## src/sv/psr_pkg.sv

```systemverilog
// Particle slot recycler: shared types, widths and codes.
// Used by psr_ctrl, psr_dp, particle_slot_recycler and the verif files; depends on nothing.
package psr_pkg;

  localparam int unsigned DT_W    = 10;
  localparam int unsigned IDX_W   = 8;
  localparam int unsigned AGE_W   = 16;
  localparam int unsigned EMIT_W  = 9;
  localparam int unsigned IVL_W   = 10;
  localparam int unsigned ACT_W   = 9;
  localparam int unsigned LOOP_W  = 1;
  localparam int unsigned CFG_W   = 16;
  localparam int unsigned CFGI_W  = 2;
  localparam int unsigned ACC_W   = IVL_W;       // stored remainder stays below the interval
  localparam int unsigned SUM_W   = ACC_W + 1;   // accumulator plus one tick
  localparam int unsigned DSTEP_W = $clog2(SUM_W);
  localparam int unsigned REQ_W   = 2;

  localparam logic [IVL_W-1:0]  IVL_MIN  = IVL_W'(1);
  localparam logic [EMIT_W-1:0] EMIT_MAX = '1;
  localparam logic [AGE_W-1:0]  AGE_MAX  = '1;

  typedef enum logic [REQ_W-1:0] {
    REQ_TICK    = 2'd0,
    REQ_READ    = 2'd1,
    REQ_RESTART = 2'd2
  } req_e;

  typedef enum logic [CFGI_W-1:0] {
    CFG_LOOP     = 2'd0,
    CFG_INTERVAL = 2'd1,
    CFG_LIFE     = 2'd2,
    CFG_ACTIVE   = 2'd3
  } cfg_e;

  typedef enum logic [3:0] {
    ST_INIT,
    ST_CLEAR,
    ST_IDLE,
    ST_DECODE,
    ST_DIV,
    ST_RECYCLE,
    ST_SWEEP,
    ST_RDWAIT,
    ST_FILL,
    ST_DONE
  } state_e;

  typedef struct packed {
    logic latch;         // capture input transfer, clear result fields
    logic acc_sum;       // accumulator takes accumulator + dt
    logic acc_clear;
    logic acc_rem;       // accumulator takes divider remainder
    logic div_start;
    logic div_step;
    logic sweep_start;
    logic sweep_fill;    // fill sweep (no read) instead of aging sweep
    logic sweep_cfg;     // fill value from config, else zero
    logic sweep_recycle; // aging sweep also recycles expired slots
    logic sweep_run;
    logic rd_issue;
    logic rd_capture;
    logic res_load;
  } cmd_t;

  typedef struct packed {
    req_e req;
    logic loop;
    logic sum_gt;
    logic div_last;
    logic sweep_done;
    logic out_free;
  } sts_t;

endpackage

```

## src/sv/psr_ctrl.sv

```systemverilog
// Particle slot recycler: controller state machine.
// Depends on psr_pkg; drives psr_dp through cmd_t and watches sts_t.
module psr_ctrl (
  input  logic          clk_i,
  input  logic          rst_ni,
  input  logic          in_valid_i,
  input  psr_pkg::sts_t sts_i,
  output logic          in_ready_o,
  output psr_pkg::cmd_t cmd_o
);
  import psr_pkg::*;

  state_e state_q, state_d;

  always_ff @(posedge clk_i or negedge rst_ni) begin
    if (!rst_ni) begin
      state_q <= ST_INIT;
    end else begin
      state_q <= state_d;
    end
  end

  always_comb begin
    state_d    = state_q;
    cmd_o      = '0;
    in_ready_o = 1'b0;
    unique case (state_q)
      ST_INIT: begin
        cmd_o.sweep_start = 1'b1;
        cmd_o.sweep_fill  = 1'b1;
        state_d           = ST_CLEAR;
      end
      ST_CLEAR: begin
        cmd_o.sweep_run = 1'b1;
        if (sts_i.sweep_done) begin
          state_d = ST_IDLE;
        end
      end
      ST_IDLE: begin
        in_ready_o = 1'b1;
        if (in_valid_i) begin
          cmd_o.latch = 1'b1;
          state_d     = ST_DECODE;
        end
      end
      ST_DECODE: begin
        unique case (sts_i.req)
          REQ_TICK: begin
            if (!sts_i.loop) begin
              cmd_o.sweep_start = 1'b1;
              state_d           = ST_SWEEP;
            end else if (sts_i.sum_gt) begin
              cmd_o.div_start = 1'b1;
              state_d         = ST_DIV;
            end else begin
              cmd_o.acc_sum = 1'b1;
              state_d       = ST_DONE;
            end
          end
          REQ_READ: begin
            cmd_o.rd_issue = 1'b1;
            state_d        = ST_RDWAIT;
          end
          REQ_RESTART: begin
            cmd_o.acc_clear   = 1'b1;
            cmd_o.sweep_start = 1'b1;
            cmd_o.sweep_fill  = 1'b1;
            cmd_o.sweep_cfg   = 1'b1;
            state_d           = ST_FILL;
          end
          default: begin
            state_d = ST_DONE;
          end
        endcase
      end
      ST_DIV: begin
        cmd_o.div_step = 1'b1;
        if (sts_i.div_last) begin
          state_d = ST_RECYCLE;
        end
      end
      ST_RECYCLE: begin
        cmd_o.acc_rem       = 1'b1;
        cmd_o.sweep_start   = 1'b1;
        cmd_o.sweep_recycle = 1'b1;
        state_d             = ST_SWEEP;
      end
      ST_SWEEP: begin
        cmd_o.sweep_run = 1'b1;
        if (sts_i.sweep_done) begin
          state_d = ST_DONE;
        end
      end
      ST_FILL: begin
        cmd_o.sweep_run = 1'b1;
        if (sts_i.sweep_done) begin
          state_d = ST_DONE;
        end
      end
      ST_RDWAIT: begin
        cmd_o.rd_capture = 1'b1;
        state_d          = ST_DONE;
      end
      ST_DONE: begin
        if (sts_i.out_free) begin
          cmd_o.res_load = 1'b1;
          state_d        = ST_IDLE;
        end
      end
      default: begin
        state_d = ST_INIT;
      end
    endcase
  end

endmodule

```

## config.mk

```make
export PLATFORM = sky130hd
export DESIGN_NAME = psr_ctrl
export DESIGN_NICKNAME = d
export VERILOG_FILES = /design/src/sv/psr_pkg.sv /design/src/sv/psr_ctrl.sv
export SDC_FILE = /design/constraint.sdc
export NUM_CORES = 1
export LEC_CHECK = 0
export ABC_CLOCK_PERIOD_IN_PS = 1700
export BUFFER_PORTS_ARGS = -buffer_cell sky130_fd_sc_hd__buf_4
export CAP_MARGIN = 20
export CORE_AREA = 2 2 39 41
export CTS_CLUSTER_DIAMETER = 50
export CTS_CLUSTER_SIZE = 28
export DETAILED_ROUTE_END_ITERATION = 12
export DIE_AREA = 0 0 41 43
export PLACE_DENSITY = 0.69
export SETUP_SLACK_MARGIN = 0.15
export SLEW_MARGIN = 10
export SYNTH_ARGS = -nofsm -noshare
export SYNTH_HDL_FRONTEND = slang
export SYNTH_SLANG_ARGS = --single-unit
```

## constraint.sdc

```tcl
create_clock -name clk_i -period 1.7 [get_ports clk_i]
set_input_delay 0.34 -clock clk_i [delete_from_list [all_inputs] [get_ports clk_i]]
set_output_delay 0.34 -clock clk_i [all_outputs]
set_load 0.05 [all_outputs]
```

==> impl_results.md <==
- Status: finished with violations
- Failing checks: setup timing
- Clk root buf: clkbuf_4
- I/O Pins: 25
- Worst-skew pair later-pin latency: 0.23 ns
- CP Launch Type: register
- Die area: 1763 sq um
- Place WS: -0.03101 ns
- Num CTS Buffers: 3
- Area leader, netlist: dfrtp_1
- Leakage Power: 0.5683 nW
- Core area: 1384 sq um
- Diode count: 0
- Final setup fails: 17
- Vias in the first global route: 731
- Fin area: 1227 sq um
- Max reg flops: 4
- Internal: 1.234 mW
- Met2 usage: 0.4250
- Total number of vias: 732
- Post-layout minimum cycle time: 1.871 ns
- Layout fillers: 62
- VDD IR max: 1.351 mV
- Clock share of power: 0.048
- Met3 Use GR: 0.04188
- Vias per cell: 5.422
- Antenna Violating Nets Remaining: 0
- Rows: 14
- RSZ-0062 raised after global routing: true
- Final #Nets: 131
- Remaining Overflow, GRT: 0
- Worst Setup End Kind: output port
- Largest registers: state_q (4)
- Hold Worst Slack: 0.4355 ns
- Final period util: 1.101
- Detailed Route WL: 2130 um
- Fmax achieved: 0.5344 GHz
- Post-route DRC: 0
- Critical Path RT: 1.36 ns
- Switching part of the total: 0.4802
- Net count after synthesis: 77
- Net switching power: 1.140 mW
- Leading post-synthesis cells by cell area: dfrtp_1, nor2_1, o21ai_0
- Hold/Removal Path Class: in -> async
- DR pass1 iterations: 4
- Htree depth: 1
- Hpwl dp: 1156 um
- Post-synth top area share: 0.2057
- Clk slew on worst S/H paths: 0.04 ns
- CTS Buffer Depth: 2
- Die width: 41 um
- Fin util: 0.8870
- Crit path DAT: 1.53 ns
- Initial Util: 0.3517
- Largest net degree at the start of global routing: 8
- Crit-path max FO: 7
- Gr busiest metal: met2
- Sequential Power Share: 0.087
- Unique masters post-synth: 35
- Pwr Density: 1933 nW/um^2
- Synth async-reset ratio: 1.000
- Clock Skew: 0.004643 ns
- Final TNS setup: -1.608 ns
- DR iter-0 viols: 26
- CTS tree: built
- Max-slew violation count: 0
- Met1 usage: 0.3388
- Max cap viols: 0
- Post-synth EDFFs: 0
- Max_slew headroom: 0.8062
- WL/cell: 15.78 um
- Synthesized cell area: 486.7 sq um
- Warning count from the yosys run: 0
- P&R area growth vs syn: 152.2%
- Final WS setup: -0.1712 ns
- Top_reg_cell synth: dfrtp_1
- CTS Sinks: 4
- Sequential area share after synthesis: 0.2057
- Final Hold Fails: 0
- Die height: 43 um
- Placed standard-cell area: 892.1 sq um
- Logic gate share of total power: 0.865
- Initial antenna violation count: 0
- Flops & latches, synth: 4
- First-pass GRT wire length: 3249 um
- Mapped Cells: 67
- PortBufs: 24
- Gpl congestion: 0.8600
- Crit path kind: reg -> out
- Gr usage total: 0.2641
- Layout cells sized above 1: 0.7311
- Worst-margin pin slew: 0.2888 ns
- Syn Area/Cell: 7.264 sq um
- Top reg by flops: state_q
[final timing paths]
| path | from | to | slack, ns | depth (start not counted) |
|---|---|---|---|---|
| setup reg to reg | state_q[1] | state_q[1] | -0.03 | 4 |
| setup / recovery | state_q[1] | cmd_o[9] | -0.17 | 5 |
| hold reg to reg | state_q[1] | state_q[3] | 0.65 | 1 |
| hold / removal | rst_ni | state_q[1] | 0.44 | 2 |
| min in group clk_i | sts_i[6] | state_q[1] | 0.57 | 4 |
| max in group asynchronous | rst_ni | state_q[1] | 1.15 | 2 |
[kinds of logic after synthesis]
group	share of synthesized area
AOI/OAI and AO/OA	0.2031
buffers and inverters	0.09511
muxes	0.02057
and+or+nand+nor	0.4756
DFF	0.2057
[routing by layer]
layer / vias to the layer above / routed length (um)
met1: 341 / 879
met2: 37 / 1111
li1: 350 / -
met5: - / 0
met3: 4 / 115
met4: 0 / 24
[per-stage QoR]
stage	cells	power, mW
6_report	135	2.373
5_1_grt	135	2.482
4_1_cts	132	2.133
3_5_place_dp	119	1.640
3_3_place_gp	119	1.631
2_1_floorplan	67	1.242
[cells in the final DEF, fill, tap and decap left out, drive strengths merged]
cell type / n
nor2b: 1
nor2: 9
mux2i: 1
o211ai: 1
a211o: 1
inv: 3
nand3: 2
a41oi: 1
dlygate4sd3: 1
or3b: 1
dfrtp: 4
a21oi: 2
nor4: 1
or3: 1
and2: 2
and3: 3
nand4: 1
nand4bb: 1
a21o: 1
a31o: 1
nand2: 4
o21ai: 6
nor3: 1
or4bb: 1
nand2b: 3
or2: 2
buf: 54
a41o: 1
clkbuf: 3
nand4b: 1
nor3b: 2
or4b: 2
a22oi: 1
[synthesized netlist by cell type (2+ instances only)]
master and count:
nand2_1 4, inv_1 3, dfrtp_1 4, nand2b_1 3
clkbuf_1 2, and2_1 2, nor2_1 9, and3_1 2
nand3_1 2, nor3b_1 2, a21oi_1 2, or4b_1 2
buf_4 3, o21ai_0 6
[cell type report]
cell class | count | area [sq um] | share of cell area
repair buffers | 55 | 543.0 | 0.4424
multi-input cells | 54 | 526.8 | 0.4292
flip-flops and latches | 4 | 101.3 | 0.08257
clock buffers | 3 | 22.52 | 0.01835
well taps | 16 | 20.02 | 0.01631
inverters | 3 | 13.76 | 0.01121
[critical path, stage by stage (launching register included)]
cell and delay [ns]:
dfrtp_2 0.43, buf_4 0.15, nand2_2 0.08, nor3_4 0.27
and3_4 0.23, buf_8 0.14
[what timing repair did]
item                       in CTS  in global routing
pin swaps                      11                  9
hold endpoints to repair        4                  0
setup endpoints to repair      18                 18
hold buffers                    1                  0
setup buffers                   9                  3
resized for setup              43                 10
[power groups by stage]
stage	clock network, mW	logic (mW)	registers (mW)
floorplan	0	1.06	0.181
global placement	0	1.44	0.191
detailed placement	0	1.44	0.196
CTS	0.118	1.82	0.199
global route	0.124	2.15	0.210
finish	0.113	2.05	0.207
(Power assumes the default switching activity.)
